## src/sv/lira_pkg.sv

```systemverilog
// shared types and fixed widths for the lowest-index room allocator
// no dependencies
`default_nettype none

package lira_pkg;

  localparam int CFG_W      = 5;
  localparam int IN_W       = 32;
  localparam int COUNT_W    = 32;
  localparam int ROOM_W     = 4;
  localparam int OUT_TIME_W = 48;

  localparam logic [CFG_W-1:0]   CFG_RESET = 5'd16;
  localparam logic [COUNT_W-1:0] COUNT_MAX = '1;

  typedef enum logic [1:0] {
    ST_IDLE,
    ST_SCAN,
    ST_BOOK,
    ST_RESULT
  } lira_state_t;

  // controls the scan accumulator for one returning read
  typedef struct packed {
    logic step;
    logic first;
  } lira_scan_ctl_t;

endpackage

`default_nettype wire

```

## src/sv/lira_ram.sv

```systemverilog
// generic single-write, single-read synchronous ram with registered read data
// no dependencies
`default_nettype none

module lira_ram #(
  parameter int WIDTH = 48,
  parameter int DEPTH = 16
) (
  input  logic                                    clk,
  input  logic                                    wr_en,
  input  logic [(DEPTH > 1 ? $clog2(DEPTH) : 1)-1:0] wr_addr,
  input  logic [WIDTH-1:0]                        wr_data,
  input  logic                                    rd_en,
  input  logic [(DEPTH > 1 ? $clog2(DEPTH) : 1)-1:0] rd_addr,
  output logic [WIDTH-1:0]                        rd_data
);

  logic [WIDTH-1:0] mem [DEPTH];

  always_ff @(posedge clk) begin
    if (wr_en) begin
      mem[wr_addr] <= wr_data;
    end
    if (rd_en) begin
      rd_data <= mem[rd_addr];
    end
  end

endmodule

`default_nettype wire

```

## src/sv/lira_scan.sv

```systemverilog
// scan accumulator: tracks lowest free room and earliest room over a read stream
// depends on lira_pkg
`default_nettype none

module lira_scan #(
  parameter int IDX_W     = 4,
  parameter int TIME_BITS = 48
) (
  input  logic                          clk,
  input  lira_pkg::lira_scan_ctl_t      ctl,
  input  logic [IDX_W-1:0]              rd_idx,
  input  logic [TIME_BITS-1:0]          rd_free,
  input  logic [lira_pkg::IN_W-1:0]     start_q,
  output logic                          found,
  output logic [IDX_W-1:0]              pick,
  output logic [IDX_W-1:0]              early,
  output logic [TIME_BITS-1:0]          early_val
);

  import lira_pkg::*;

  logic is_free;

  assign is_free = (rd_free <= TIME_BITS'(start_q));

  always_ff @(posedge clk) begin
    if (ctl.step) begin
      if (ctl.first) begin
        found     <= is_free;
        pick      <= rd_idx;
        early     <= rd_idx;
        early_val <= rd_free;
      end else begin
        // first free room wins, later ones are ignored
        if (!found && is_free) begin
          found <= 1'b1;
          pick  <= rd_idx;
        end
        if (rd_free < early_val) begin
          early     <= rd_idx;
          early_val <= rd_free;
        end
      end
    end
  end

endmodule

`default_nettype wire

```

## src/sv/lowest_index_room_allocator.sv

```systemverilog
// Lowest-index room allocator: places each request (start_time, stop_time) in a room.
// Channels: cfg (valid/ready, num_rooms), in (valid/ready, start_time and stop_time),
// out (valid/ready, room, actual_start, actual_end, delayed, overflow, busiest_room).
// One result item per input item, in order.
// Room free times and booking counts live in two synchronous rams; a valid bit per
// room stands for the cleared state, so reset takes effect at once with no sweep.
// Each item reads the free time of every room in use, one read per cycle on the
// free-time ram port, then reads the booking count of the chosen room and writes
// both entries back.
// One item at a time; the next item is taken as soon as the last item's result sits
// in the output register.
// A stalled receiver holds the output register; a finished item waits in the
// allocator until that register frees, with in_ready low meanwhile.
// Reset clears all free times, counts, the busiest room and sets num_rooms to 16.
// in_ready and cfg_ready stay low during reset; cfg_ready is high otherwise.
// Write num_rooms only while no item is in flight.
// depends on lira_pkg, lira_ram, lira_scan
`default_nettype none

module lowest_index_room_allocator #(
  parameter int MAX_ROOMS = 16,
  parameter int TIME_BITS = 48
) (
  input  logic                              clk,
  input  logic                              rst,
  input  logic                              cfg_valid,
  output logic                              cfg_ready,
  input  logic [lira_pkg::CFG_W-1:0]        cfg_data,
  input  logic                              in_valid,
  output logic                              in_ready,
  input  logic [lira_pkg::IN_W-1:0]         start_time,
  input  logic [lira_pkg::IN_W-1:0]         stop_time,
  output logic                              out_valid,
  input  logic                              out_ready,
  output logic [lira_pkg::ROOM_W-1:0]       room,
  output logic [lira_pkg::OUT_TIME_W-1:0]   actual_start,
  output logic [lira_pkg::OUT_TIME_W-1:0]   actual_end,
  output logic                              delayed,
  output logic                              overflow,
  output logic [lira_pkg::ROOM_W-1:0]       busiest_room
);

  import lira_pkg::*;

  localparam int IDX_W = (MAX_ROOMS > 1) ? $clog2(MAX_ROOMS) : 1;
  localparam int CNT_W = $clog2(MAX_ROOMS + 1);

  lira_state_t state, state_next;

  logic [CFG_W-1:0]     num_rooms;
  logic [CNT_W-1:0]     n_lim;
  logic [IN_W-1:0]      start_q;
  logic [IN_W-1:0]      end_q;
  logic [CNT_W-1:0]     addr_cnt;
  logic [IDX_W-1:0]     rd_addr;
  logic [IDX_W-1:0]     rd_addr_q;
  logic                 rd_pend;
  logic                 free_vld_q;
  logic                 book_vld_q;
  logic [MAX_ROOMS-1:0] room_vld;
  logic [IDX_W-1:0]     best_room;
  logic [COUNT_W-1:0]   best_count;

  logic free_rd_en;
  logic book_rd_en;
  logic fire;

  logic [TIME_BITS-1:0] free_rd;
  logic [TIME_BITS-1:0] free_rd_m;
  logic [COUNT_W-1:0]   book_rd;

  lira_scan_ctl_t       scan_ctl;
  logic                 found;
  logic [IDX_W-1:0]     pick;
  logic [IDX_W-1:0]     early;
  logic [TIME_BITS-1:0] early_val;

  logic [IDX_W-1:0]     sel;
  logic [TIME_BITS-1:0] a_start;
  logic [IN_W-1:0]      dur;
  logic [TIME_BITS:0]   a_sum;
  logic                 ovf;
  logic [TIME_BITS-1:0] a_end;
  logic [COUNT_W-1:0]   bk;
  logic [COUNT_W-1:0]   cnt_new;
  logic                 better;
  logic [IDX_W-1:0]     best_room_next;

  logic [IDX_W+ROOM_W-1:0]          sel_ext;
  logic [IDX_W+ROOM_W-1:0]          best_ext;
  logic [TIME_BITS+OUT_TIME_W-1:0]  a_start_ext;
  logic [TIME_BITS+OUT_TIME_W-1:0]  a_end_ext;

  assign cfg_ready = !rst;

  // zero rooms acts as one, too many as the maximum
  always_comb begin
    if (num_rooms == '0) begin
      n_lim = CNT_W'(1);
    end else if (32'(num_rooms) > 32'(MAX_ROOMS)) begin
      n_lim = CNT_W'(MAX_ROOMS);
    end else begin
      n_lim = CNT_W'(num_rooms);
    end
  end

  always_ff @(posedge clk) begin
    if (rst) begin
      state <= ST_IDLE;
    end else begin
      state <= state_next;
    end
  end

  always_comb begin
    state_next = state;
    in_ready   = 1'b0;
    free_rd_en = 1'b0;
    book_rd_en = 1'b0;
    fire       = 1'b0;
    unique case (state)
      ST_IDLE: begin
        in_ready = !rst;
        if (in_valid && !rst) begin
          state_next = ST_SCAN;
        end
      end
      ST_SCAN: begin
        if (addr_cnt < n_lim) begin
          free_rd_en = 1'b1;
        end else begin
          // last read returns this cycle, scan result is final next cycle
          state_next = ST_BOOK;
        end
      end
      ST_BOOK: begin
        book_rd_en = 1'b1;
        state_next = ST_RESULT;
      end
      ST_RESULT: begin
        if (!out_valid || out_ready) begin
          fire       = 1'b1;
          state_next = ST_IDLE;
        end
      end
    endcase
  end

  assign rd_addr = addr_cnt[IDX_W-1:0];

  always_ff @(posedge clk) begin
    if (rst) begin
      num_rooms  <= CFG_RESET;
      rd_pend    <= 1'b0;
      room_vld   <= '0;
      best_room  <= '0;
      best_count <= '0;
      out_valid  <= 1'b0;
    end else begin
      if (cfg_valid && cfg_ready) begin
        num_rooms <= cfg_data;
      end
      rd_pend <= free_rd_en;
      if (fire) begin
        room_vld[sel] <= 1'b1;
        best_room     <= best_room_next;
        if (better) begin
          best_count <= cnt_new;
        end
        out_valid <= 1'b1;
      end else if (out_ready) begin
        out_valid <= 1'b0;
      end
    end
  end

  always_ff @(posedge clk) begin
    if (in_valid && in_ready) begin
      start_q  <= start_time;
      end_q    <= stop_time;
      addr_cnt <= '0;
    end else if (free_rd_en) begin
      addr_cnt <= addr_cnt + CNT_W'(1);
    end
    if (free_rd_en) begin
      rd_addr_q  <= rd_addr;
      free_vld_q <= room_vld[rd_addr];
    end
    if (book_rd_en) begin
      book_vld_q <= room_vld[sel];
    end
  end

  lira_ram #(
    .WIDTH (TIME_BITS),
    .DEPTH (MAX_ROOMS)
  ) u_free_ram (
    .clk     (clk),
    .wr_en   (fire),
    .wr_addr (sel),
    .wr_data (a_end),
    .rd_en   (free_rd_en),
    .rd_addr (rd_addr),
    .rd_data (free_rd)
  );

  lira_ram #(
    .WIDTH (COUNT_W),
    .DEPTH (MAX_ROOMS)
  ) u_book_ram (
    .clk     (clk),
    .wr_en   (fire),
    .wr_addr (sel),
    .wr_data (cnt_new),
    .rd_en   (book_rd_en),
    .rd_addr (sel),
    .rd_data (book_rd)
  );

  // a room never written since reset reads as free at zero with no bookings
  assign free_rd_m      = free_vld_q ? free_rd : '0;
  assign scan_ctl.step  = rd_pend;
  assign scan_ctl.first = (rd_addr_q == '0);

  lira_scan #(
    .IDX_W     (IDX_W),
    .TIME_BITS (TIME_BITS)
  ) u_scan (
    .clk       (clk),
    .ctl       (scan_ctl),
    .rd_idx    (rd_addr_q),
    .rd_free   (free_rd_m),
    .start_q   (start_q),
    .found     (found),
    .pick      (pick),
    .early     (early),
    .early_val (early_val)
  );

  always_comb begin
    sel     = found ? pick : early;
    a_start = found ? TIME_BITS'(start_q) : early_val;
    dur     = (end_q > start_q) ? (end_q - start_q) : '0;
    a_sum   = {1'b0, a_start} + (TIME_BITS + 1)'(dur);
    ovf     = a_sum[TIME_BITS];
    a_end   = ovf ? '1 : a_sum[TIME_BITS-1:0];
    bk      = book_vld_q ? book_rd : '0;
    cnt_new = (bk == COUNT_MAX) ? bk : (bk + COUNT_W'(1));
    better  = (cnt_new > best_count) || ((cnt_new == best_count) && (sel < best_room));
    best_room_next = better ? sel : best_room;
  end

  assign sel_ext     = {{ROOM_W{1'b0}}, sel};
  assign best_ext    = {{ROOM_W{1'b0}}, best_room_next};
  assign a_start_ext = {{OUT_TIME_W{1'b0}}, a_start};
  assign a_end_ext   = {{OUT_TIME_W{1'b0}}, a_end};

  always_ff @(posedge clk) begin
    if (fire) begin
      room         <= sel_ext[ROOM_W-1:0];
      actual_start <= a_start_ext[OUT_TIME_W-1:0];
      actual_end   <= a_end_ext[OUT_TIME_W-1:0];
      delayed      <= ~found;
      overflow     <= ovf;
      busiest_room <= best_ext[ROOM_W-1:0];
    end
  end

endmodule

`default_nettype wire

```

## config.mk

```make
export PLATFORM = sky130hd
export DESIGN_NAME = lowest_index_room_allocator
export DESIGN_NICKNAME = d
export VERILOG_FILES = /design/src/sv/lira_pkg.sv /design/src/sv/lira_ram.sv /design/src/sv/lira_scan.sv /design/src/sv/lowest_index_room_allocator.sv
export SDC_FILE = /design/constraint.sdc
export NUM_CORES = 2
export LEC_CHECK = 0
export BUFFER_PORTS_ARGS = -buffer_cell sky130_fd_sc_hd__buf_2
export CORE_MARGIN = 1
export CORE_UTILIZATION = 62
export CTS_CLUSTER_SIZE = 25
export DETAILED_ROUTE_END_ITERATION = 12
export PLACE_DENSITY = 0.82
export SYNTH_ARGS = -nofsm -noshare
export SYNTH_HDL_FRONTEND = slang
export SYNTH_SLANG_ARGS = --single-unit
```

## constraint.sdc

```tcl
create_clock -name clk -period 12.97 [get_ports clk]
set_clock_uncertainty 0.1 [all_clocks]
set_input_delay 1.297 -clock clk [delete_from_list [all_inputs] [get_ports clk]]
set_output_delay 1.297 -clock clk [all_outputs]
set_load 0.03 [all_outputs]
```

== Word-level counts from Yosys, hierarchy flattened ==
Memory sizes are Yosys's and may differ from the RTL's. A register that Yosys moved wholly into a read port is not among the register bits.
Index checks and enable logic that the tools add are counted.
Word-level totals
  register bits: 299
  RAM bits: 1280
  input bits: 74
  output and inout port bits: 109
  logic and storage cells: 108
  memories kept: 2
Operators by class
  $add $sub $neg: 4
  magnitude comparators: 10
  equality and inequality tests: 8
  mux-type cells: 38
  bitwise operators: 2
  reduce and logical (&&, ||, !) cells: 21
Memories
  u_free_ram.mem: words 16, width 48, read ports 1, clocked after memory_dff 1, write ports 1, RTL line lira_ram.sv:18  | logic [WIDTH-1:0] mem [DEPTH];
  u_book_ram.mem: words 16, width 32, read ports 1, clocked after memory_dff 1, write ports 1, RTL line lira_ram.sv:18
Operators by type and width (count)
  two-way mux 48 bit: 5
  two-way mux 32 bit: 3
  greater-than comparator 32 bit: 2
  adder 48 x 32 -> 49 bit: 1
  <= comparator 48 x 32 -> 1 bit: 1
  < comparator 48 bit: 1
  adder 32 x 1 -> 32 bit, second input constant: 1
  == test 32 bit: 1
  == test 32 bit, second input constant: 1
  subtractor 32 bit: 1
  two-way mux 4 bit: 6
  bitwise OR 16 bit: 1
  two-way mux 1 bit: 15
  < comparator 4 x 5 -> 1 bit, second input constant: 2
  two-way mux 5 bit: 2
  binary-select mux 1 bit (select 4 bit): 2
  case mux 2 bit (4 select lines): 1
  logical AND 1 bit: 6
  two-way mux 2 bit: 3
  inequality test 2 bit, second input constant: 3
  AND reduction 2 bit: 3
  nonzero test 2 bit: 3
  adder 5 x 1 -> 5 bit, second input constant: 1
  greater-than comparator 5 bit, second input constant: 1
  13 further kinds: 17

== Depth between registers and ports, before layout ==
  depth after elaboration: 7
  gate-level depth with buffers: 23
  depth with buffers taken out: 20

== Modules after synthesis ==
Synthesis repeated with hierarchy kept, for this count alone.
Unflattened totals
  cell total of the unflattened synthesis: 3907
  area total of the unflattened synthesis: 68857.3 um^2
By module, submodules not included
  lira_ram at u_free_ram: times used 1, cells each 1242, area each 30175.2 um^2, seq. area each 24503.5 um^2
  lira_ram at u_book_ram: times used 1, cells each 838, area each 20155.6 um^2, seq. area each 16335.7 um^2
  lowest_index_room_allocator: times used 1, cells each 1480, area each 14735.4 um^2, seq. area each 6606.3 um^2
  lira_scan: times used 1, cells each 347, area each 3791.1 um^2, seq. area each 1711.6 um^2

== Least setup slack after synthesis ==
Ideal clock, no wire load.
  path type: input port to flip-flop
  start: input out_ready
  end: memory u_book_ram.mem[3][0] (netlist name), enable pin
  setup time: 521 ps
  arrival time: 8594 ps
  required time: 12349 ps
  slack: 3755 ps
  stages: 5
  path buffers: 1
  cells stage by stage: nor2b_1 -> nor2b_1 -> clkbuf_1 -> nand3_1 -> nor2_1
On the way
  cells in the longest elaborated chain, start to end: 5
RTL lines
  start: declaration: RTL line lowest_index_room_allocator.sv:34  | input logic out_ready,
  logical OR 1 bit: RTL line lowest_index_room_allocator.sv:141  | if (!out_valid || out_ready) begin
  two-way mux 1 bit: RTL line lowest_index_room_allocator.sv:141
  two-way mux 1 bit: RTL line lowest_index_room_allocator.sv:121  | unique case (state)
  via fire: RTL line lowest_index_room_allocator.sv:66  | logic fire;
  two-way mux 1 bit: RTL line lira_ram.sv:21  | if (wr_en) begin
  two-way mux 1 bit (implied by the code): RTL line lira_ram.sv:22  | mem[wr_addr] <= wr_data;
  end: declaration: RTL line lira_ram.sv:18
The timed path passes the listed nets, and every way through them passes these cells.

== Final worst setup path ==
  start: register start_q[0]
  end: memory u_free_ram.mem[5][25], data pin
On the way
  cells in the longest elaborated chain, start to end: 4
  elaborated cells between the ends (all ways): 6
  classes of those cells: add/sub (2); order compare (1); mux (3)
RTL lines
  start: declaration: RTL line lowest_index_room_allocator.sv:52  | logic [IN_W-1:0] start_q;
  start signal: assignment: RTL line lowest_index_room_allocator.sv:179  | start_q <= start_time;
  subtractor 32 bit / greater-than comparator 32 bit (equally long branches): RTL line lowest_index_room_allocator.sv:243  | dur = (end_q > start_q) ? (end_q - start_q) : '0;
  two-way mux 32 bit: RTL line lowest_index_room_allocator.sv:243
  adder 48 x 32 -> 49 bit (*): RTL line lowest_index_room_allocator.sv:244  | a_sum = {1'b0, a_start} + (TIME_BITS + 1)'(dur);
  two-way mux 48 bit (*): RTL line lowest_index_room_allocator.sv:246  | a_end = ovf ? '1 : a_sum[TIME_BITS-1:0];
  via a_end[25]: RTL line lowest_index_room_allocator.sv:83  | logic [TIME_BITS-1:0] a_end;
  end: declaration: RTL line lira_ram.sv:18
The timed path passes the listed nets; every way through them passes the cells marked *.

==> flow_metrics.tcl <==
set metrics [dict create \
    drt-pass1-iter-count 8 \
    hold_depth 2 \
    reg2reg_from "start_q[0]$_DFFE_PP_" \
    r2r_slack_ns 5.89 \
    ys_seq_elements 1659 \
    period_minus_slack_ns 7.081 \
    place_area_um2 72720 \
    drc 0 \
    drv_slew 0 \
    finalSetupViolations 0 \
    critPathMaxFanout 33 \
    fp.dieH_um 337.8 \
    finalWeightedCongestion 0.9496 \
    drtAntennaViolNets 0 \
    synth_cell_types 85 \
    routed.top_layer "met5" \
    endpoint_kind "register" \
    max_stage_delay_ns 0.80 \
    port_buffers 182 \
    wl_per_cell_um 28.77 \
    arrival_ns 7.40 \
    cts.sinks 1659 \
    grt_max_degree 176 \
    dp_hpwl_um 101600 \
    synth.top_cell.area_share_pct 68.43 \
    synth_ff_type "edfxtp_1" \
    syn_area_um2 69910 \
    dieArea_um2 114100 \
    clk_latency_ns 0.78 \
    tns_ns 0 \
    area_growth_pct 11.63 \
    hold_class "reg2reg" \
    synth_edf_count 1593 \
    cts_max_level 4 \
    reg2regPathDepth 22 \
    cts_buffers 162 \
    cts_hold_buf 0 \
    ys_seq_area_share_pct 70.32 \
    core-area_um2 111300 \
    status "completed" \
    final_common_cell "edfxtp_1" \
    finalInstanceArea_um2 78040 \
    worstPathCellList "ha_1 > fa_1 > nand2b_1 > a21oi_1 > o2111ai_1 > a21oi_1 > o311ai_0 > a22o_1 > buf_4 > nor2_1 > ha_1 > fa_1 > a21oi_1 > o211a_1 > o211ai_1 > o211ai_1 > a2111oi_4 > buf_4 > o2111ai_4 > buf_4 > and2_0 > mux2i_1" \
    clockBufferDepth 3 \
    rows 122 \
    final_nets 5063 \
    p_comb_share_pct 22.8 \
    slew_headroom_pct 12.78 \
    drive_above_1_share_pct 16.52 \
    path_class "reg2reg" \
    ir_drop_mv 0.1221 \
    dr_wl_met2_um 89180 \
    layout_common_cells "edfxtp_1 (1593), nand2_1 (689), nand3_1 (326)" \
    wl_met1_um 66050 \
    grt_pass1_wl_um 271200 \
    seq_power_share_pct 45.8 \
    r2r_end "u_free_ram.mem[5][25]$_DFFE_PP_" \
    yosysTopAreaCell "edfxtp_1" \
    max-cap-violations 0 \
    clk_pin_slew_ns 0.07 \
    crit_slowest_cell "mux2i_1" \
    rsz0062_at_grt "no" \
    via_per_inst 6.743 \
    first_iter_violations 6478 \
    ctsResizeCount 0 \
    grt_overflow 0 \
    hold_viol 0 \
    cts_tree "yes" \
    sw_frac_of_total_pct 29.75 \
    post_cts.repair.setup_buffers 0 \
    p_int_mw 10.66 \
    wirelength_um 184700 \
    p_leak_nw 26.98 \
    multi_input_comb_area_um2 19460 \
    power_switching_mw 4.515 \
    cp-startpoint "start_q[0]$_DFFE_PP_" \
    hold_end "best_count[22]$_SDFFE_PP0P_" \
    wl_met3_um 20700 \
    holdCritStartpoint "best_count[22]$_SDFFE_PP0P_" \
    syn_nets 4858 \
    fin_total_pwr_mw 15.18 \
    yosys_warnings 0 \
    clockRootBuffer "clkbuf_16" \
    sequential_cell_area_um2 49170 \
    period_share_pct 54.60 \
    initial_core_util_pct 62.82 \
    antenna_found_initial 9 \
    required_ns 13.29 \
    nFillCells 6718 \
    tightest_slew_ns 1.272 \
    vias 43288 \
    synth_cells 4593 \
    pwr-share-clk_pct 31.4 \
    die_x_um 337.8 \
    pin_count 183 \
    timing.fmax_mhz 141.2 \
    synthArstFlopShare_pct 0 \
    grt_pass1_vias 42848 \
    power_density_nw_per_um2 194.5 \
    cp-start-kind "register" \
    syn_area_per_cell_um2 15.22 \
    grtUsageTotal_pct 32.59 \
    synth_area_leaders "edfxtp_1 (68%), mux4_2 (7.9%), nand2_1 (3.7%), ha_1 (3.4%), nand3_1 (2.3%)" \
]
state kept, by name, indices dropped and copies added (netlist names), 16 cells and up:
name	count
actual_end	48
actual_start	48
best_count	32
end_q	32
room_vld	16
start_q	32
u_book_ram.mem	512
u_book_ram.rd_data	32
u_free_ram.mem	768
u_free_ram.rd_data	48
u_scan.early_val	48
through the flow:
step           hold WS (ns)  instances  util (%)  worst slack, ns
3_5_place_dp         0.3657       6122     65.35            6.097
6_report             0.3773       6420     70.13            5.889
5_1_grt              0.3936       6414     70.11            5.538
4_1_cts              0.3769       6414     70.11            6.043
3_3_place_gp         0.3548       6122     65.35            6.417
2_1_floorplan        0.3348       4593         -            3.755
how the worst max path moves through the flow:
stage / end / cells past startpoint / slack (ns)
floorplan: u_book_ram.mem[3][0]$_DFFE_PP_ / 5 / 3.76
global placement: u_free_ram.mem[4][25]$_DFFE_PP_ / 22 / 6.42
detailed placement: u_free_ram.mem[5][25]$_DFFE_PP_ / 22 / 6.10
CTS: u_free_ram.mem[5][25]$_DFFE_PP_ / 22 / 6.04
global route: u_free_ram.mem[5][25]$_DFFE_PP_ / 22 / 5.54
finish: u_free_ram.mem[5][25]$_DFFE_PP_ / 22 / 5.89
critical path, delay by kind of cell, from the launching register on:
kind	cells	cell delay, ns
simple gates	3	0.55
compound gates	11	2.88
flops	1	0.43
buf+inv	3	0.79
mux	1	0.80
fa+ha+maj	4	1.12
cell usage after synthesis, types with 9 or more instances:
| master | n |
|---|---|
| buf_2 | 13 |
| mux2i_1 | 16 |
| and3_1 | 54 |
| nor2b_1 | 28 |
| o21a_1 | 29 |
| nand2b_1 | 13 |
| xnor2_1 | 50 |
| edfxtp_1 | 1593 |
| buf_1 | 25 |
| a21oi_1 | 124 |
| dfxtp_1 | 66 |
| nor4_1 | 10 |
| a311oi_1 | 68 |
| inv_1 | 153 |
| ha_1 | 189 |
| clkbuf_1 | 193 |
| nand2_1 | 689 |
| a31oi_1 | 46 |
| a21boi_0 | 9 |
| nand3_1 | 326 |
| o211ai_1 | 14 |
| o21ai_0 | 109 |
| nor3_1 | 31 |
| mux4_2 | 245 |
| o21bai_1 | 13 |
| a21o_1 | 62 |
| xor2_1 | 32 |
| a211oi_1 | 34 |
| and4_1 | 13 |
| nand4_1 | 43 |
| nor2_1 | 140 |
| and2_1 | 55 |
final cells by class:
cell class	instances	area share (%)
diodes	6	0.01924
clock buffers	207	5.583
clock inverters	85	1.215
inverters	157	0.7680
multi-input cells	2545	24.94
flip-flops and latches	1659	63.01
well taps	1488	2.386
repair buffers	273	2.075
cell families (layout without fill, tap and decap cells):
group / Yosys count / in the layout / synth area share [%]
other cells: 0 / 6 / 0
flops: 1659 / 1659 / 70.32
buf+inv: 389 / 722 / 2.123
compound gates: 572 / 572 / 5.511
fa+ha+maj: 191 / 191 / 3.440
simple gates: 1432 / 1432 / 9.346
xor+xnor: 82 / 82 / 1.027
mux: 268 / 268 / 8.235
metal layers:
layer	track usage [%]	up-vias
li1	-	18050
met1	43.30	21373
met2	52.87	3224
met3	6.075	635
met4	14.80	6
met5	0	-
power by group through the flow:
stage | logic, mW | registers [mW] | clock network (mW)
floorplan | 2.36 | 6.96 | 0
global placement | 3.22 | 7.04 | 0
detailed placement | 3.35 | 7.05 | 0
CTS | 3.42 | 6.95 | 4.78
global route | 3.70 | 6.97 | 4.97
finish | 3.46 | 6.95 | 4.77
Power figures use the tool's default switching activity.
